### config.mk
export PLATFORM = sky130hd
export DESIGN_NAME = marching_squares_cell_emitter
export DESIGN_NICKNAME = d
export VERILOG_FILES = /design/src/hw/rtl/msce_pkg.sv /design/src/hw/rtl/msce_seq.sv /design/src/hw/rtl/msce_unit.sv /design/src/hw/rtl/marching_squares_cell_emitter.sv
export SDC_FILE = /design/constraint.sdc
export NUM_CORES = 1
export LEC_CHECK = 0
export ABC_AREA = 1
export BUFFER_PORTS_ARGS = -buffer_cell sky130_fd_sc_hd__buf_2
export CAP_MARGIN = 5
export CELL_PAD_IN_SITES_DETAIL_PLACEMENT = 1
export CELL_PAD_IN_SITES_GLOBAL_PLACEMENT = 2
export CORE_ASPECT_RATIO = 0.6
export CORE_MARGIN = 8
export CORE_UTILIZATION = 34
export CTS_BUF_LIST = sky130_fd_sc_hd__clkbuf_8 sky130_fd_sc_hd__clkbuf_16
export DETAILED_ROUTE_END_ITERATION = 8
export HOLD_SLACK_MARGIN = 0.03
export PLACE_DENSITY_LB_ADDON = 0.1
export REMOVE_ABC_BUFFERS = 1
export SLEW_MARGIN = 0
export SYNTH_ARGS = -nofsm -noshare
export SYNTH_HDL_FRONTEND = slang
export SYNTH_HIERARCHICAL = 1
export SYNTH_SLANG_ARGS = --single-unit
### constraint.sdc
create_clock -name clk -period 5.8 [get_ports clk]
set_input_delay 0.58 -clock clk [delete_from_list [all_inputs] [get_ports clk]]
set_output_delay 0.58 -clock clk [all_outputs]
set_load 0.02 [all_outputs]
### src/hw/rtl/msce_pkg.sv
// Shared types, constants and case tables for the marching squares cell emitter.
package msce_pkg;

	localparam int unsigned MAX_RESOLUTION = 1024;
	localparam int unsigned RES_W          = 11;
	localparam int unsigned POS_W          = 12;
	localparam int unsigned OFS_W          = POS_W + 1;
	localparam int unsigned CNT_W          = 16;
	localparam int unsigned SAMPLE_W       = 16;
	localparam int unsigned CELL_W         = 10;
	localparam int unsigned CFG_ADDR_W     = 1;
	localparam int unsigned CFG_DATA_W     = 16;
	localparam int unsigned IN_DATA_W      = 88;
	localparam int unsigned OUT_DATA_W     = 40;

	localparam logic [CFG_ADDR_W-1:0] REG_THRESHOLD = 1'b0;
	localparam logic [CFG_ADDR_W-1:0] REG_GRID_RES  = 1'b1;

	localparam logic [SAMPLE_W-1:0] THRESHOLD_RST = 16'd32768;
	localparam logic [RES_W-1:0]    GRID_RES_RST  = 11'd64;

	typedef enum logic [1:0] {
		ST_IDLE,
		ST_VERT,
		ST_TRI
	} state_t;

	typedef struct packed {
		logic                    valid;
		logic                    is_index;
		logic [2:0]              spot;
		logic [2:0]              entry;
		logic                    last;
		logic signed [OFS_W-1:0] ofs_x;
		logic signed [OFS_W-1:0] ofs_y;
		logic [CNT_W-1:0]        base;
	} op_t;

	localparam logic [7:0] CASE_SPOTS [16] = '{
		8'h00, 8'h0B, 8'h16, 8'h1D, 8'h68, 8'h63, 8'h7E, 8'h75,
		8'hD0, 8'hDB, 8'hC6, 8'hCD, 8'hB8, 8'hB3, 8'hAE, 8'hA5
	};

	localparam logic [1:0] SPOT_DX [8] = '{2'd0, 2'd1, 2'd2, 2'd0, 2'd2, 2'd0, 2'd1, 2'd2};
	localparam logic [1:0] SPOT_DY [8] = '{2'd0, 2'd0, 2'd0, 2'd1, 2'd1, 2'd2, 2'd2, 2'd2};

	localparam logic [3:0] TRI_COUNT [16] = '{
		4'd0, 4'd3, 4'd3, 4'd6, 4'd3, 4'd6, 4'd6, 4'd9,
		4'd3, 4'd6, 4'd6, 4'd9, 4'd6, 4'd9, 4'd9, 4'd6
	};

	localparam logic [2:0] TRI_ENTRY [16][9] = '{
		'{3'd0, 3'd0, 3'd0, 3'd0, 3'd0, 3'd0, 3'd0, 3'd0, 3'd0},
		'{3'd0, 3'd2, 3'd1, 3'd0, 3'd0, 3'd0, 3'd0, 3'd0, 3'd0},
		'{3'd0, 3'd2, 3'd1, 3'd0, 3'd0, 3'd0, 3'd0, 3'd0, 3'd0},
		'{3'd0, 3'd2, 3'd1, 3'd1, 3'd2, 3'd3, 3'd0, 3'd0, 3'd0},
		'{3'd0, 3'd1, 3'd2, 3'd0, 3'd0, 3'd0, 3'd0, 3'd0, 3'd0},
		'{3'd0, 3'd2, 3'd1, 3'd1, 3'd2, 3'd3, 3'd0, 3'd0, 3'd0},
		'{3'd0, 3'd3, 3'd1, 3'd2, 3'd4, 3'd5, 3'd0, 3'd0, 3'd0},
		'{3'd0, 3'd3, 3'd4, 3'd0, 3'd4, 3'd2, 3'd0, 3'd2, 3'd1},
		'{3'd0, 3'd1, 3'd2, 3'd0, 3'd0, 3'd0, 3'd0, 3'd0, 3'd0},
		'{3'd0, 3'd2, 3'd1, 3'd3, 3'd4, 3'd5, 3'd0, 3'd0, 3'd0},
		'{3'd0, 3'd2, 3'd1, 3'd1, 3'd2, 3'd3, 3'd0, 3'd0, 3'd0},
		'{3'd1, 3'd0, 3'd2, 3'd1, 3'd2, 3'd3, 3'd1, 3'd3, 3'd4},
		'{3'd0, 3'd2, 3'd1, 3'd1, 3'd2, 3'd3, 3'd0, 3'd0, 3'd0},
		'{3'd3, 3'd4, 3'd2, 3'd3, 3'd2, 3'd1, 3'd3, 3'd1, 3'd0},
		'{3'd4, 3'd1, 3'd0, 3'd4, 3'd0, 3'd2, 3'd4, 3'd2, 3'd3},
		'{3'd0, 3'd2, 3'd1, 3'd1, 3'd2, 3'd3, 3'd0, 3'd0, 3'd0}
	};

endpackage

### src/hw/rtl/msce_seq.sv
// Sequencer: classifies the cell and steps through its vertex spots and triangle indices.
module msce_seq (
	input  logic                            clk,
	input  logic                            arst_n,
	input  logic                            in_valid,
	output logic                            in_ready,
	input  logic [msce_pkg::SAMPLE_W-1:0]   sample_a,
	input  logic [msce_pkg::SAMPLE_W-1:0]   sample_b,
	input  logic [msce_pkg::SAMPLE_W-1:0]   sample_c,
	input  logic [msce_pkg::SAMPLE_W-1:0]   sample_d,
	input  logic [msce_pkg::CELL_W-1:0]     cell_x,
	input  logic [msce_pkg::CELL_W-1:0]     cell_y,
	input  logic                            new_mesh,
	input  logic [msce_pkg::SAMPLE_W-1:0]   threshold,
	input  logic [msce_pkg::RES_W-1:0]      grid_resolution,
	input  logic                            take,
	output msce_pkg::op_t                   op
);
	import msce_pkg::*;

	state_t                  state_q, state_d;
	logic [3:0]              cs_q;
	logic [7:0]              mask_q;
	logic [3:0]              tri_idx_q;
	logic [CNT_W-1:0]        base_q;
	logic [CNT_W-1:0]        vcount_q;
	logic signed [OFS_W-1:0] ofs_x_q, ofs_y_q;

	logic [3:0]              cs;
	logic [CNT_W-1:0]        cnt_start;
	logic [RES_W-1:0]        res_eff;
	logic [2:0]              low_spot;
	logic                    tri_last;
	logic                    accept;

	always_comb begin
		cs = {sample_d >= threshold, sample_c >= threshold,
			sample_b >= threshold, sample_a >= threshold};
		cnt_start = new_mesh ? '0 : vcount_q;
		res_eff = (grid_resolution > RES_W'(MAX_RESOLUTION)) ?
			RES_W'(MAX_RESOLUTION) : grid_resolution;
		low_spot = 3'd0;
		for (int i = 7; i >= 0; i--) begin
			if (mask_q[i]) low_spot = 3'(i);
		end
		tri_last = (tri_idx_q == TRI_COUNT[cs_q] - 4'd1);
		accept = in_valid && (state_q == ST_IDLE);
	end

	always_comb begin
		state_d  = state_q;
		in_ready = 1'b0;
		op       = '0;
		op.ofs_x = ofs_x_q;
		op.ofs_y = ofs_y_q;
		op.base  = base_q;
		op.spot  = low_spot;
		op.entry = TRI_ENTRY[cs_q][tri_idx_q];
		unique case (state_q)
			ST_IDLE: begin
				in_ready = 1'b1;
				if (in_valid && CASE_SPOTS[cs] != 8'h00) state_d = ST_VERT;
			end
			ST_VERT: begin
				op.valid = 1'b1;
				if (take && (mask_q & (mask_q - 8'd1)) == 8'h00) state_d = ST_TRI;
			end
			ST_TRI: begin
				op.valid    = 1'b1;
				op.is_index = 1'b1;
				op.last     = tri_last;
				if (take && tri_last) state_d = ST_IDLE;
			end
			default: state_d = ST_IDLE;
		endcase
	end

	always_ff @(posedge clk or negedge arst_n) begin
		if (!arst_n) begin
			state_q  <= ST_IDLE;
			vcount_q <= '0;
		end else begin
			state_q <= state_d;
			if (accept) begin
				vcount_q <= cnt_start;
			end else if (state_q == ST_VERT && take) begin
				vcount_q <= vcount_q + CNT_W'(1);
			end
		end
	end

	always_ff @(posedge clk) begin
		if (accept) begin
			cs_q      <= cs;
			mask_q    <= CASE_SPOTS[cs];
			tri_idx_q <= '0;
			base_q    <= cnt_start;
			ofs_x_q   <= $signed({2'b00, cell_x, 1'b0}) - $signed({2'b00, res_eff});
			ofs_y_q   <= $signed({2'b00, cell_y, 1'b0}) - $signed({2'b00, res_eff});
		end else if (take) begin
			if (state_q == ST_VERT) mask_q <= mask_q & (mask_q - 8'd1);
			if (state_q == ST_TRI) tri_idx_q <= tri_idx_q + 4'd1;
		end
	end

endmodule

### src/hw/rtl/msce_unit.sv
// Shared add and saturate unit with the result register of the master side.
module msce_unit (
	input  logic                            clk,
	input  logic                            arst_n,
	input  msce_pkg::op_t                   op,
	output logic                            take,
	output logic                            out_valid,
	input  logic                            out_ready,
	output logic                            is_index,
	output logic [msce_pkg::POS_W-1:0]      pos_x,
	output logic [msce_pkg::POS_W-1:0]      pos_y,
	output logic [msce_pkg::CNT_W-1:0]      vertex_index,
	output logic                            last
);
	import msce_pkg::*;

	logic                    valid_q;
	logic                    is_index_q, last_q;
	logic [POS_W-1:0]        pos_x_q, pos_y_q;
	logic [CNT_W-1:0]        vidx_q;

	logic [CNT_W-1:0]        add_a, add_b, add_sum;
	logic signed [OFS_W-1:0] sum_y;
	logic [POS_W-1:0]        sat_x, sat_y;

	function automatic logic [POS_W-1:0] sat_pos(input logic [OFS_W-1:0] v);
		logic [POS_W-1:0] r;
		if (v[OFS_W-1] != v[OFS_W-2]) begin
			r = v[OFS_W-1] ? {1'b1, {(POS_W-1){1'b0}}} : {1'b0, {(POS_W-1){1'b1}}};
		end else begin
			r = v[POS_W-1:0];
		end
		return r;
	endfunction

	always_comb begin
		if (op.is_index) begin
			add_a = op.base;
			add_b = CNT_W'(op.entry);
		end else begin
			add_a = CNT_W'($signed(op.ofs_x));
			add_b = CNT_W'(SPOT_DX[op.spot]);
		end
		add_sum = add_a + add_b;
		sum_y   = op.ofs_y + $signed({{(OFS_W-2){1'b0}}, SPOT_DY[op.spot]});
		sat_x   = sat_pos(add_sum[OFS_W-1:0]);
		sat_y   = sat_pos(sum_y);
		take    = op.valid && (!valid_q || out_ready);
	end

	always_ff @(posedge clk or negedge arst_n) begin
		if (!arst_n) begin
			valid_q <= 1'b0;
		end else if (!valid_q || out_ready) begin
			valid_q <= op.valid;
		end
	end

	always_ff @(posedge clk) begin
		if (take) begin
			is_index_q <= op.is_index;
			last_q     <= op.last;
			pos_x_q    <= op.is_index ? '0 : sat_x;
			pos_y_q    <= op.is_index ? '0 : sat_y;
			vidx_q     <= op.is_index ? add_sum : '0;
		end
	end

	assign out_valid    = valid_q;
	assign is_index     = is_index_q;
	assign pos_x        = pos_x_q;
	assign pos_y        = pos_y_q;
	assign vertex_index = vidx_q;
	assign last         = last_q;

endmodule

### src/hw/rtl/marching_squares_cell_emitter.sv
// Top level of the marching squares cell emitter: stream ports, registers, core.
// An accepted cell is registered in the sequencer, then the add unit's result
// register raises m_tvalid. A cell gives 0 to 14 results, issued one per cycle
// to the shared add unit unless the output stalls; new cells are held off.
// Reset: threshold 32768, grid_resolution 64, vertex count 0, no beat pending.
module marching_squares_cell_emitter (
	input  logic                              clk,
	input  logic                              arst_n,
	input  logic                              s_tvalid,
	output logic                              s_tready,
	// sample_a, sample_b, sample_c, sample_d, cell_x, cell_y, zero pad
	input  logic [msce_pkg::IN_DATA_W-1:0]    s_tdata,
	// new_mesh
	input  logic                              s_tuser,
	output logic                              m_tvalid,
	input  logic                              m_tready,
	// pos_x, pos_y, vertex_index
	output logic [msce_pkg::OUT_DATA_W-1:0]   m_tdata,
	// is_index
	output logic                              m_tuser,
	output logic                              m_tlast,
	input  logic                              cfg_we,
	input  logic [msce_pkg::CFG_ADDR_W-1:0]   cfg_addr,
	input  logic [msce_pkg::CFG_DATA_W-1:0]   cfg_data
);
	import msce_pkg::*;

	logic [SAMPLE_W-1:0] threshold_q;
	logic [RES_W-1:0]    grid_res_q;
	op_t                 op;
	logic                take;
	logic [POS_W-1:0]    pos_x, pos_y;
	logic [CNT_W-1:0]    vertex_index;

	always_ff @(posedge clk or negedge arst_n) begin
		if (!arst_n) begin
			threshold_q <= THRESHOLD_RST;
			grid_res_q  <= GRID_RES_RST;
		end else if (cfg_we) begin
			unique case (cfg_addr)
				REG_THRESHOLD: threshold_q <= cfg_data;
				REG_GRID_RES:  grid_res_q  <= cfg_data[RES_W-1:0];
				default: ;
			endcase
		end
	end

	msce_seq u_seq (
		.clk             (clk),
		.arst_n          (arst_n),
		.in_valid        (s_tvalid),
		.in_ready        (s_tready),
		.sample_a        (s_tdata[15:0]),
		.sample_b        (s_tdata[31:16]),
		.sample_c        (s_tdata[47:32]),
		.sample_d        (s_tdata[63:48]),
		.cell_x          (s_tdata[73:64]),
		.cell_y          (s_tdata[83:74]),
		.new_mesh        (s_tuser),
		.threshold       (threshold_q),
		.grid_resolution (grid_res_q),
		.take            (take),
		.op              (op)
	);

	msce_unit u_unit (
		.clk          (clk),
		.arst_n       (arst_n),
		.op           (op),
		.take         (take),
		.out_valid    (m_tvalid),
		.out_ready    (m_tready),
		.is_index     (m_tuser),
		.pos_x        (pos_x),
		.pos_y        (pos_y),
		.vertex_index (vertex_index),
		.last         (m_tlast)
	);

	assign m_tdata = {vertex_index, pos_y, pos_x};

	a_vert_no_index: assert property (@(posedge clk) disable iff (!arst_n)
		m_tvalid && !m_tuser |-> m_tdata[39:24] == 16'd0)
		else $error("vertex beat carries an index");

	a_index_no_pos: assert property (@(posedge clk) disable iff (!arst_n)
		m_tvalid && m_tuser |-> m_tdata[23:0] == 24'd0)
		else $error("index beat carries a position");

	a_last_on_index: assert property (@(posedge clk) disable iff (!arst_n)
		m_tvalid && m_tlast |-> m_tuser)
		else $error("cell ends on a vertex beat");

	a_busy_no_ready: assert property (@(posedge clk) disable iff (!arst_n)
		op.valid |-> !s_tready)
		else $error("cell accepted while results pending");

endmodule

==> Word-level counts from Yosys, hierarchy flattened <==
Memories as Yosys holds them, arrays and structs flattened.
Cells that the tools add are included.
{ "totals": {"regBits": 146, "memories": 5, "rom_bits": 656, "in_bits": 111} }
{ "mem_list": {"columns": ["memory", "words", "word_bits", "rd", "rd_clocked_by_memory_dff", "write_ports", "line_no", "text"], "rows": [
  ["(name not given)", 16, 27, 1, 0, 0, "msce_seq.sv:58", "op.entry = TRI_ENTRY[cs_q][tri_idx_q];"],
  ["(name not given)", 16, 8, 1, 0, 0, "msce_seq.sv:62", "if (in_valid && CASE_SPOTS[cs] != 8'h00) state_d = ST_VERT;"],
  ["(name not given)", 16, 4, 1, 0, 0, "msce_seq.sv:46", "tri_last = (tri_idx_q == TRI_COUNT[cs_q] - 4'd1);"],
  ["(name not given)", 8, 2, 1, 0, 0, "msce_unit.sv:42", "add_b = CNT_W'(SPOT_DX[op.spot]);"],
  ["(name not given)", 8, 2, 1, 0, 0, "msce_unit.sv:45", "sum_y = op.ofs_y + $signed({{(OFS_W-2){1'b0}}, SPOT_DY[op.spot]});"]
]} }
{ "op_classes": {"n_bitwise": 6, "order_cmp": 9, "n_eq_ne": 8, "n_reduce_logical": 20, "add_sub_neg": 8, "muxes": 41} }
{ "ops": {"columns": ["operator", "count"], "rows": [
  [">= comparator 16 bit", 4],
  ["two-way mux 16 bit", 4],
  ["two-way mux 27 bit", 2],
  ["two-way mux 12 bit", 4],
  ["two-way mux 8 bit", 5],
  ["two-way mux 3 bit", 11],
  ["subtractor 11 x 11 -> 12 bit", 2],
  ["adder 16 x 1 -> 16 bit, second input constant", 1],
  ["adder 16 x 3 -> 16 bit", 1],
  [">= comparator 5 bit, second input constant", 3],
  ["NOT 4 -> 5 bit", 3],
  ["two-way mux 2 bit", 7],
  ["adder 13 x 3 -> 13 bit", 1],
  ["binary-select mux 3 bit (select 4 bit)", 1],
  ["greater-than comparator 11 bit, second input constant", 1],
  ["two-way mux 11 bit", 1],
  ["bitwise AND 8 bit", 1],
  ["logical NOT 8 bit", 1],
  ["two-way mux 4 bit", 2],
  ["AND reduction 2 bit", 4],
  ["nonzero test 8 bit", 1],
  ["subtractor 8 x 1 -> 8 bit, second input constant", 1],
  ["logical AND 1 bit", 6],
  ["case mux 2 bit (3 select lines)", 1],
  ["18 further kinds", 24]
]} }

==> Logic depth before layout (Yosys ltp) <==
Gate-level depths: netlist (run 1).
{ "logic_depth": {"word_depth": 16, "mapped_depth": 26, "depth_no_buf": 25} }

==> By module <==
The synthesis (run 1) kept the hierarchy.
{ "by_module_without_submodules": {"columns": ["mod", "seq_area_each_um2", "n_inst", "cells_each", "area_per_inst_um2"], "rows": [
  ["msce_seq", 2062.0, 1, 818, 6334.8],
  ["msce_unit", 1286.2, 1, 318, 2770.2],
  ["marching_squares_cell_emitter", 678.2, 1, 118, 1068.5]
]} }

==> Least setup slack after synthesis (run 1) <==
No wires, ideal clock.
{ "synth_timing": {"path_kind": "register -> register", "from": "register u_seq.state_q[0]", "to": "register u_seq.vcount_q[14]", "arrival_time_ns": 4.218, "path_slack_ns": 1.460, "setup_time_ns": 0.122, "path_stages_with_launch": 11, "path_cell_list": "dfrtp_1 > inv_1 > ha_1 > inv_1 > a21oi_1 > nand2_1 > nand2_1 > buf_1 > nand3_1 > nand3_1 > o21ai_1"} }
{ "synth_rtl": {"columns": ["item", "line_no", "text"], "rows": [
  ["from (decl)", "msce_seq.sv:21", "state_t state_q, state_d;"],
  ["from (signal assigned)", "msce_seq.sv:83", "state_q <= state_d;"],
  ["to (signal assigned)", "msce_seq.sv:85", "vcount_q <= cnt_start;"],
  ["to (signal assigned)", "msce_seq.sv:87", "vcount_q <= vcount_q + CNT_W'(1);"],
  ["to (decl)", "msce_seq.sv:26", "logic [CNT_W-1:0] vcount_q;"]
]} }

==> results.yml, run 1 <==
clock_network:
  cts_sinks: 143
  htreeDepth: 4
  cts_tree: "done"
  clock_latency_ns: 0.44
  post-cts-setup-buffers: 0
  clkTransAtPathRegs_ns: 0.06
  cts_buffer_depth: 2
  root_buffer: "clkbuf_16"
  cts_hold_buf: 0
  cts-resized-gates: 0
  numCtsBuffers: 17
timing:
  hold_viol: 0
  fmax_mhz: 237
  relSlewSlack_pct: 48.0
  finalSetupViolCount: 0
  period_minus_slack_ns: 4.22
  hold-worst-slack_ns: 0.254
  setup_ws_ns: 1.58
  rsz0062_at_grt: "false"
  fin_skew_ns: 0.0102
  worst_slew_pin_slew_ns: 0.778
  fin_crit_sh_pct: 72.7
  drv_slew: 0
  fin_tns_setup_ns: 0
route:
  firstDrtPassIters: 4
  wl_per_cell_um: 16.7
  vias: 8715
  drt.antenna.violating_nets: 0
  drt_wl_total_mm: 30.4
  dr.first_iter.drc_count: 469
  viasPerCell: 4.80
  route.detailed.drc: 0
cells_and_area:
  nets: 1617
  drive_above_1_share_pct: 16.7
  area_delta_synth_final_pct: 17.1
grt:
  use_met1_pct: 26.6
  antenna_found_initial: 3
  top_usage_layer: "met1"
  grt_pass1_wl_mm: 49.9
  grt_pass1_vias: 9148
  grt_max_degree: 63
  grt.met2_usage_pct: 25.2
  track_usage_pct: 17.6
  use_met3_pct: 3.84
  overflow: 0
die:
  start_util_pct: 34.3
  io_pins: 155
  die-area_sq_mm: 0.0359
  die_h_um: 150
  die_x_um: 239
  core-area_sq_mm: 0.0297
  rows: 49
synthesis:
  yosysMostFrequentCell: "nand2_1"
  synth_flop_cell: "edfxtp_1"
  yosysSeqAreaShare_pct: 39.6
  synth_mux_area_share_pct: 0
  synth_area_leaders: "edfxtp_1 (27%), ha_1 (13%), nand2_1 (12%), dfrtp_1 (11%), inv_1 (5.3%)"
  yosysWarnings: 6
  synth_top_cells_by_count: "nand2_1 (334), inv_1 (144), nor2_1 (110)"
  yosys.cell_types.count: 58
  synth-xor-area-share_pct: 3.01
  synth-simple-area-share_pct: 25.5
  avgSynthCellArea_sq_um: 8.11
  synth_top_family_by_area: "simple AND/OR/NAND/NOR gates"
  synth_compound_area_share_pct: 10.2
  post-synth-top-area-fraction_pct: 27.5
  synthAdderAreaFrac_pct: 13.9
  ys_seq_elements: 143
  syn_inst: 1254
  syn_area_sq_mm: 0.0102
  synthArstFlopShare_pct: 32.2
  yosysTopAreaCell: "edfxtp_1"
  synth_edf_count: 93
placed_design:
  io_buffer_count: 150
  dp_slack_ns: 1.57
  gp_congestion: 0.809
  place_hpwl_mm: 24.6
worst_setup_path:
  reg2reg_slack_ns: 1.58
  crit_required_ns: 5.98
  reg2regPathDepth: 21
  r2r_end: "u_unit/pos_x[2]"
  cp-end-kind: "flop"
  worstPathMaxFanout: 13
  criticalPathCategory: "reg2reg"
  cp-start-kind: "flop"
  crit_arrival_ns: 4.39
  r2r-start: "u_seq/cs_q[1]"
pwr:
  peakVddDrop_mv: 0.206
  pwr-share-comb_pct: 44.4
  switching_power_mw: 2.27
  pwr_density_cell_mw_per_mm2: 449
  internal_power_mw: 3.08
  switching_share_pct: 42.4
  clkPwrFrac_pct: 22.6
  leakagePower_nw: 5.67
  power_frac_seq_pct: 33.1
outcome:
  status: "completed"
job:
  drv_cap: 0
worst_hold_path:
  hold_path.class: "in2async"
## worst max path at each step
stage | startpoint | end | slack (ns) | cells past startpoint
after floorplan | u_seq/state_q[0] | u_seq/vcount_q[11] | 1.50 | 8
after global placement | u_seq/cs_q[1] | u_unit/pos_x[6] | 1.67 | 21
after detailed placement | u_seq/cs_q[1] | u_unit/pos_x[2] | 1.57 | 21
after CTS | u_seq/cs_q[1] | u_unit/pos_x[2] | 1.53 | 21
after global routing | u_seq/cs_q[1] | u_unit/pos_x[2] | 1.07 | 21
final | u_seq/cs_q[1] | u_unit/pos_x[2] | 1.58 | 21
## cell usage in the layout (no fill, tap or decap), drive strengths merged, types with 5 or more instances in the layout
cell type / instances
nand2: 355
buf: 154
inv: 149
nor2: 117
ha: 107
edfxtp: 93
nand3: 86
a21oi: 83
o21ai: 54
dfrtp: 44
xor2: 21
clkbuf: 19
nor3: 19
xnor2: 14
nand4: 13
clkinv: 10
a31oi: 8
o22ai: 6
bufinv: 5
a21o: 5
o21bai: 5
o31ai: 5
## routing by layer
| metal | wire [um] | vias to the layer above | part of all wire, % |
|---|---|---|---|
| li1 | - | 4449 | - |
| met1 | 16800 | 4128 | 55 |
| met2 | 12100 | 125 | 40 |
| met3 | 1220 | 13 | 4.0 |
| met4 | 242 | 0 | 0.80 |
| met5 | 0 | - | 0 |
## cells by family after synthesis
| family | count (synthesis) |
|---|---|
| and+or+nand+nor | 601 |
| buffers and inverters | 184 |
| AOI/OAI and AO/OA | 180 |
| DFF | 143 |
| adders and majority gates | 111 |
| xor gates and xnor gates | 35 |
## sequential cells by signal, summed over array words and instances, names as in the netlist, 4 cells and up
name and count:
u_unit/pos_x 12, threshold_q 16, u_unit/vertex_index 16, u_seq/base_q 16, u_seq/tri_idx_q 4, u_seq/ofs_x_q 12, grid_res_q 11, u_seq/cs_q 4
u_unit/pos_y 12, u_seq/vcount_q 16, u_seq/ofs_y_q 11, u_seq/mask_q 8
## stage by stage
stage	cell area, sq um	utilization [%]	instances	power, mW
6_report	11900	40.1	1817	5.34
5_1_grt	11900	40.1	1817	5.79
4_1_cts	11900	40.1	1816	5.43
3_5_place_dp	11300	38.0	1784	4.19
3_3_place_gp	11300	38.0	1784	4.12
2_1_floorplan	9960	-	1222	3.35
## critical path, cell delays in order, from the launching register on
cell and delay, ns:
edfxtp_1 0.42, inv_1 0.11, ha_1 0.36, nand2_1 0.11, nand2_1 0.13, nand2_1 0.11
a211oi_1 0.25, nor3_1 0.09, nor3_1 0.26, nand2_1 0.09, o21ai_0 0.10, ha_1 0.21
inv_1 0.06, fa_1 0.40, o21bai_1 0.28, nand2_2 0.10, nor2_4 0.17, nand3_1 0.12
nand2_1 0.09, nand2_2 0.20, a21oi_1 0.21, nor2_1 0.07
## final cells by class
| type | count | area [sq um] |
|---|---|---|
| diodes | 1 | 2.50 |
| clock buffers | 19 | 453 |
| clock inverters | 13 | 191 |
| fillers | 3655 | 17800 |
| inverters | 152 | 582 |
| multi-input cells | 927 | 5360 |
| flip-flops and latches | 143 | 4030 |
| well taps | 408 | 510 |
| repair buffers | 154 | 781 |
## power groups by stage
stage                     clock network [mW]  logic, mW  registers [mW]
final                                   1.21       2.37            1.77
after global routing                    1.28       2.69            1.82
after CTS                               1.24       2.42            1.77
after detailed placement                   0       2.40            1.79
after global placement                     0       2.34            1.78
after floorplan                            0       1.40            1.95
(Power assumes the default switching activity.)
==> run 2, diff against run 1 <==
==> constraint.sdc (replaced) <==
create_clock -name clk -period 4 [get_ports clk]
set_input_delay 0.4 -clock clk [delete_from_list [all_inputs] [get_ports clk]]
set_output_delay 0.4 -clock clk [all_outputs]
set_load 0.02 [all_outputs]
==> run 2 against run 1 <==
- final area up 1.3%
- sequential share of layout area down 0.45 points
- hold slack worse by 0.18 ns
- wire length up 0.51%
- highest routed layer unchanged
- critical path depth unchanged
- first-iteration DRC count down 8.7%
==> results.yml, run 2 (same netlist as run 1, synthesis figures left out) <==
outcome:
  status: "completed"
route:
  viasPerCell: 4.77
  dr.first_iter.drc_count: 428
  wl_per_cell_um: 16.6
  drt_wl_total_mm: 30.6
  vias: 8762
  firstDrtPassIters: 4
  route.detailed.drc: 0
  drt.antenna.violating_nets: 0
grt:
  track_usage_pct: 17.6
  grt_max_degree: 60
  overflow: 0
  antenna_found_initial: 0
  grt_pass1_vias: 9091
  grt_pass1_wl_mm: 49.9
timing:
  period_minus_slack_ns: 3.67
  setup_ws_ns: 0.329
  worst_slew_pin_slew_ns: 0.803
  fin_tns_setup_ns: 0
  fmax_mhz: 272
  fin_skew_ns: 0.00731
  finalSetupViolCount: 0
  hold_viol: 0
  drv_slew: 0
  fin_crit_sh_pct: 91.8
  relSlewSlack_pct: 46.4
worst_hold_path:
  hold_path.class: "in2async"
worst_setup_path:
  crit_arrival_ns: 3.85
  crit_required_ns: 4.18
  cp-start-kind: "flop"
  worstPathMaxFanout: 13
  path_cells: "buf_4, ha_1, or2_4, nand2_1, nand2_1, a21oi_1, nor3_1, nor3_2, nand2_1, o21ai_2, ha_1, inv_1, fa_1, o21bai_2, nand2_2, nor2_4, nand3_2, nand2_2, nand2_4, a21oi_1, nor2_1"
  crit_family: "simple AND/OR/NAND/NOR gates"
  cpPeakStageDelay_ns: 0.43
  cp-end-kind: "flop"
  critPathMostFrequentCell: "nand2_1"
  path_buf_inv: 2
  criticalPathCategory: "reg2reg"
  critPathSlowestCell: "edfxtp_1"
cells_and_area:
  final_cell_mix: "nand2_1 (332), buf_2 (150), inv_1 (144)"
  regArea_sq_mm: 0.00403
  final_common_cell: "nand2_1"
  nets: 1637
  drive_above_1_share_pct: 19.0
  area_delta_synth_final_pct: 18.6
  n_fill_cell: 3654
  n_antenna_cell: 0
  multi_input_area_sq_mm: 0.00543
clock_network:
  clkTransAtPathRegs_ns: 0.06
  cts_sinks: 143
  root_buffer: "clkbuf_16"
  cts_hold_buf: 0
  cts_buffer_depth: 2
  numCtsBuffers: 17
  cts_tree: "done"
  clock_latency_ns: 0.43
  htreeDepth: 4
pwr:
  pwr_density_cell_mw_per_mm2: 641
  leakagePower_nw: 5.74
  p_total_mw: 7.74
  peakVddDrop_mv: 0.285
die:
  start_util_pct: 34.3
  die_h_um: 150
  io_pins: 155
  rows: 49
  core-area_sq_mm: 0.0297
  die-area_sq_mm: 0.0359
  die_x_um: 239
job:
  drv_cap: 0
placed_design:
  io_buffer_count: 150
  dp_slack_ns: -0.0857
  gp_congestion: 0.833
  place_hpwl_mm: 24.9
==> run 2: cell count changes in the layout (fill, tap and decap cells not counted), sizes merged <==
cell / previous run / this run
buf: 154 / 174
diode: 1 / 0
clkinv: 10 / 9
clkbuf: 19 / 18
bufinv: 5 / 3
inv: 149 / 151
clkinvlp: 1 / 3
==> run 2: where the power goes <==
part / internal, mW / switching (mW) / total, mW
Sequential: 2.28 / 0.272 / 2.55
Clock: 0.982 / 0.612 / 1.59
Combinational: 1.16 / 2.43 / 3.59
Total: 4.42 / 3.32 / 7.74
==> run 2: path summary, 6_finish.rpt <==
path / startpoint / to / slack [ns] / cells past startpoint
max in group asynchronous: arst_n / threshold_q[2] / 3.47 / 2
min: arst_n / u_seq/vcount_q[13] / 0.08 / 2
max: u_seq/cs_q[0] / u_unit/pos_x[8] / 0.33 / 21
min in group clk: cfg_data[15] / threshold_q[15] / 0.22 / 3
max reg2reg: u_seq/cs_q[0] / u_unit/pos_x[8] / 0.33 / 21
min reg2reg: threshold_q[5] / threshold_q[5] / 0.47 / 2
==> run 2: area by class of cell <==
cell class	count	share of cell area, %
Tap cell	408	4.23
Clock buffer	18	3.64
Sequential cell	143	33.4
Clock inverter	14	1.24
Multi-Input combinational cell	927	45.0
Inverter	152	4.82
Timing Repair Buffer	174	7.71
==> run 2: through the flow <==
step / instance area (sq um) / util (%) / std cells / hold WS, ns
after floorplan: 9960 / - / 1222 / 0.104
after global placement: 11400 / 38.3 / 1797 / 0.452
after detailed placement: 11400 / 38.3 / 1797 / 0.460
after CTS: 12000 / 40.3 / 1829 / 0.102
after global routing: 12100 / 40.7 / 1836 / 0.118
final: 12100 / 40.7 / 1836 / 0.0752
==> run 2: worst reg2reg max path: cells and delay by family, from the launching register on <==
kind | cells | cell delay [ns]
fa+ha+maj | 3 | 0.78
simple gates | 12 | 1.41
flops | 1 | 0.43
buf+inv | 2 | 0.22
compound gates | 4 | 0.58
==> run 2: per-layer routing <==
| layer | wire, um | track usage (%) |
|---|---|---|
| met5 | 0 | 0 |
| met4 | 216 | 3.28 |
| met3 | 1170 | 3.79 |
| met2 | 12100 | 24.8 |
| met1 | 17000 | 26.9 |
==> run 2: repair_timing <==
item / CTS / global route
setup endpoints to repair: 11 / 24
endpoints found under the hold margin: 0 / 0
setup buffers: 0 / 7
resized for setup: 2 / 19
pin swaps: 0 / 4
==> run 3, diff against run 2 <==
--- a/config.mk
+++ b/config.mk
@@ -9,14 +9,14 @@
 export BUFFER_PORTS_ARGS = -buffer_cell sky130_fd_sc_hd__buf_2
 export CAP_MARGIN = 5
 export CELL_PAD_IN_SITES_DETAIL_PLACEMENT = 1
-export CELL_PAD_IN_SITES_GLOBAL_PLACEMENT = 2
+export CELL_PAD_IN_SITES_GLOBAL_PLACEMENT = 1
 export CORE_ASPECT_RATIO = 0.6
 export CORE_MARGIN = 8
-export CORE_UTILIZATION = 34
+export CORE_UTILIZATION = 43
 export CTS_BUF_LIST = sky130_fd_sc_hd__clkbuf_8 sky130_fd_sc_hd__clkbuf_16
 export DETAILED_ROUTE_END_ITERATION = 8
 export HOLD_SLACK_MARGIN = 0.03
-export PLACE_DENSITY_LB_ADDON = 0.1
+export PLACE_DENSITY = 0.86
 export REMOVE_ABC_BUFFERS = 1
 export SLEW_MARGIN = 0
 export SYNTH_ARGS = -nofsm -noshare
==> constraint.sdc (replaced) <==
create_clock -name clk -period 3.95 [get_ports clk]
set_input_delay 0.395 -clock clk [delete_from_list [all_inputs] [get_ports clk]]
set_output_delay 0.395 -clock clk [all_outputs]
set_load 0.02 [all_outputs]
==> run 3 against run 2 <==
- sequential power increased by 2%
- total power grew 2.6%
- clock power increased by 5%
- cell count shrank 5.6%
- clock skew increased by 0.0074 ns
- core utilization increased by 11 points
- setup slack got worse by 0.13 ns
- clock-buffer cell count did not move
- critical path depth down 5
- largest cell class unchanged
- register-to-register slack lost 0.13 ns
- critical endpoint is now u_unit/pos_y[1]
- flip-flop and latch count stayed put
==> results.yml, run 3 (same netlist as run 1, synthesis figures left out) <==
outcome:
  status: "completed"
worst_setup_path:
  critPathLaunch: "u_seq/mask_q[0]"
  cp-end-kind: "flop"
  critPathMostFrequentCell: "nand2_1"
  criticalPathCategory: "reg2reg"
  cpPeakStageDelay_ns: 0.44
  worstPathMaxFanout: 7
  crit_family: "simple AND/OR/NAND/NOR gates"
  r2r-start: "u_seq/mask_q[0]"
  crit_arrival_ns: 3.97
  crit_required_ns: 4.17
  cp-start-kind: "flop"
  critPathSlowestCell: "fa_1"
  path_buf_inv: 2
  path_cells: "nor2_1, nand2_1, nor2_1, inv_1, a21oi_1, nand2_1, nand2_1, ha_1, inv_1, fa_1, nor2_1, nand3_1, xnor2_1, nand2_1, nand2_1, a21oi_1"
pwr:
  pwr_density_cell_mw_per_mm2: 666
  internal_power_mw: 4.43
  power_frac_seq_pct: 32.8
  leakagePower_nw: 5.71
  pwr-share-comb_pct: 46.2
  clkPwrFrac_pct: 21.0
  switching_share_pct: 44.1
  switching_power_mw: 3.50
  p_total_mw: 7.94
  peakVddDrop_mv: 0.335
grt:
  grt_max_degree: 47
  overflow: 0
  track_usage_pct: 21.4
  grt_pass1_vias: 9695
  antenna_found_initial: 0
  grt_pass1_wl_mm: 50.7
timing:
  period_minus_slack_ns: 3.75
  hold-worst-slack_ns: 0.0771
  hold_viol: 0
  finalSetupViolCount: 0
  worst_slew_pin_slew_ns: 0.818
  drv_slew: 0
  fmax_mhz: 267
  fin_skew_ns: 0.0147
  fin_tns_setup_ns: 0
  fin_crit_sh_pct: 95.0
  relSlewSlack_pct: 45.3
  setup_ws_ns: 0.198
  rsz0062_at_grt: "false"
cells_and_area:
  drive_above_1_share_pct: 18.8
  final_common_cell: "nand2_1"
  multi_input_area_sq_mm: 0.00544
  n_fill_cell: 2839
  final_cell_mix: "nand2_1 (333), buf_2 (150), inv_1 (140)"
  regArea_sq_mm: 0.00403
  nets: 1628
  area_delta_synth_final_pct: 17.1
  n_antenna_cell: 0
  finish.instance_area_sq_mm: 0.0119
clock_network:
  cts_sinks: 143
  cts_buffer_depth: 2
  cts_hold_buf: 0
  cts_tree: "done"
  htreeDepth: 4
  numCtsBuffers: 17
  root_buffer: "clkbuf_16"
  clkTransAtPathRegs_ns: 0.07
  clock_latency_ns: 0.43
die:
  die-area_sq_mm: 0.0290
  core-area_sq_mm: 0.0232
  io_pins: 155
  rows: 43
  start_util_pct: 43.9
  die_x_um: 215
  die_h_um: 135
placed_design:
  dp_slack_ns: 0.0383
  io_buffer_count: 150
  dpl-instance-area_sq_mm: 0.0112
  place_hpwl_mm: 23.9
  gp_congestion: 0.869
worst_hold_path:
  hold_path.class: "in2async"
route:
  viasPerCell: 5.33
  wl_per_cell_um: 18.0
  route.detailed.drc: 0
  dr.first_iter.drc_count: 460
  drt.antenna.violating_nets: 0
  vias: 9234
  firstDrtPassIters: 5
  drt_wl_total_mm: 31.3
job:
  drv_cap: 0
## run 3: changes by cell type in the layout (fill, tap and decap cells not counted), sizes merged
cell | previous run | this run
nand2 | 355 | 356
inv | 151 | 154
clkinvlp | 3 | 1
bufinv | 3 | 2
buf | 174 | 164
## run 3: repair_timing
| action | 4_1_cts | 5_1_grt |
|---|---|---|
| buffers inserted | 1 | 3 |
| setup endpoints to repair | 4 | 19 |
| gates resized for setup | 1 | 19 |
| pin swaps | 3 | 5 |
| cloned | 1 | 0 |
## run 3: path summary, 6_finish.rpt
path	endpoint	slack [ns]	cells past startpoint
max	u_unit/pos_y[1]	0.20	16
min	grid_res_q[4]	0.08	2
max reg2reg	u_unit/pos_y[1]	0.20	16
min reg2reg	threshold_q[13]	0.48	2
max in group asynchronous	u_seq/vcount_q[10]	3.43	2
min in group clk	threshold_q[15]	0.21	3
## run 3: per-layer routing
layer,routed length (um),track usage (%),up-vias
met1,15200,29.3,4520
met4,179,3.49,0
li1,-,-,4474
met5,0,0,-
met2,14400,35.5,221
met3,1450,4.24,19
## run 3: stage by stage
step                std cells  util [%]
finish                   1734      51.4
floorplan                1222         -
detailed placement       1697      48.3
global placement         1697      48.3
CTS                      1731      51.0
global route             1734      51.4
## run 3: cell type report
type,instances,area share [%]
well taps,315,3.31
inverters,152,4.88
clock buffers,18,3.78
repair buffers,164,7.29
flip-flops and latches,143,33.8
multi-input cells,928,45.6
clock inverters,14,1.30
## run 3: power groups by stage
stage	sequential, mW	combinational (mW)	clock, mW
final	2.60	3.67	1.67
after detailed placement	2.63	3.49	0
after global placement	2.60	3.33	0
after floorplan	2.86	2.06	0
after global routing	2.65	4.06	1.75
after CTS	2.61	3.58	1.69
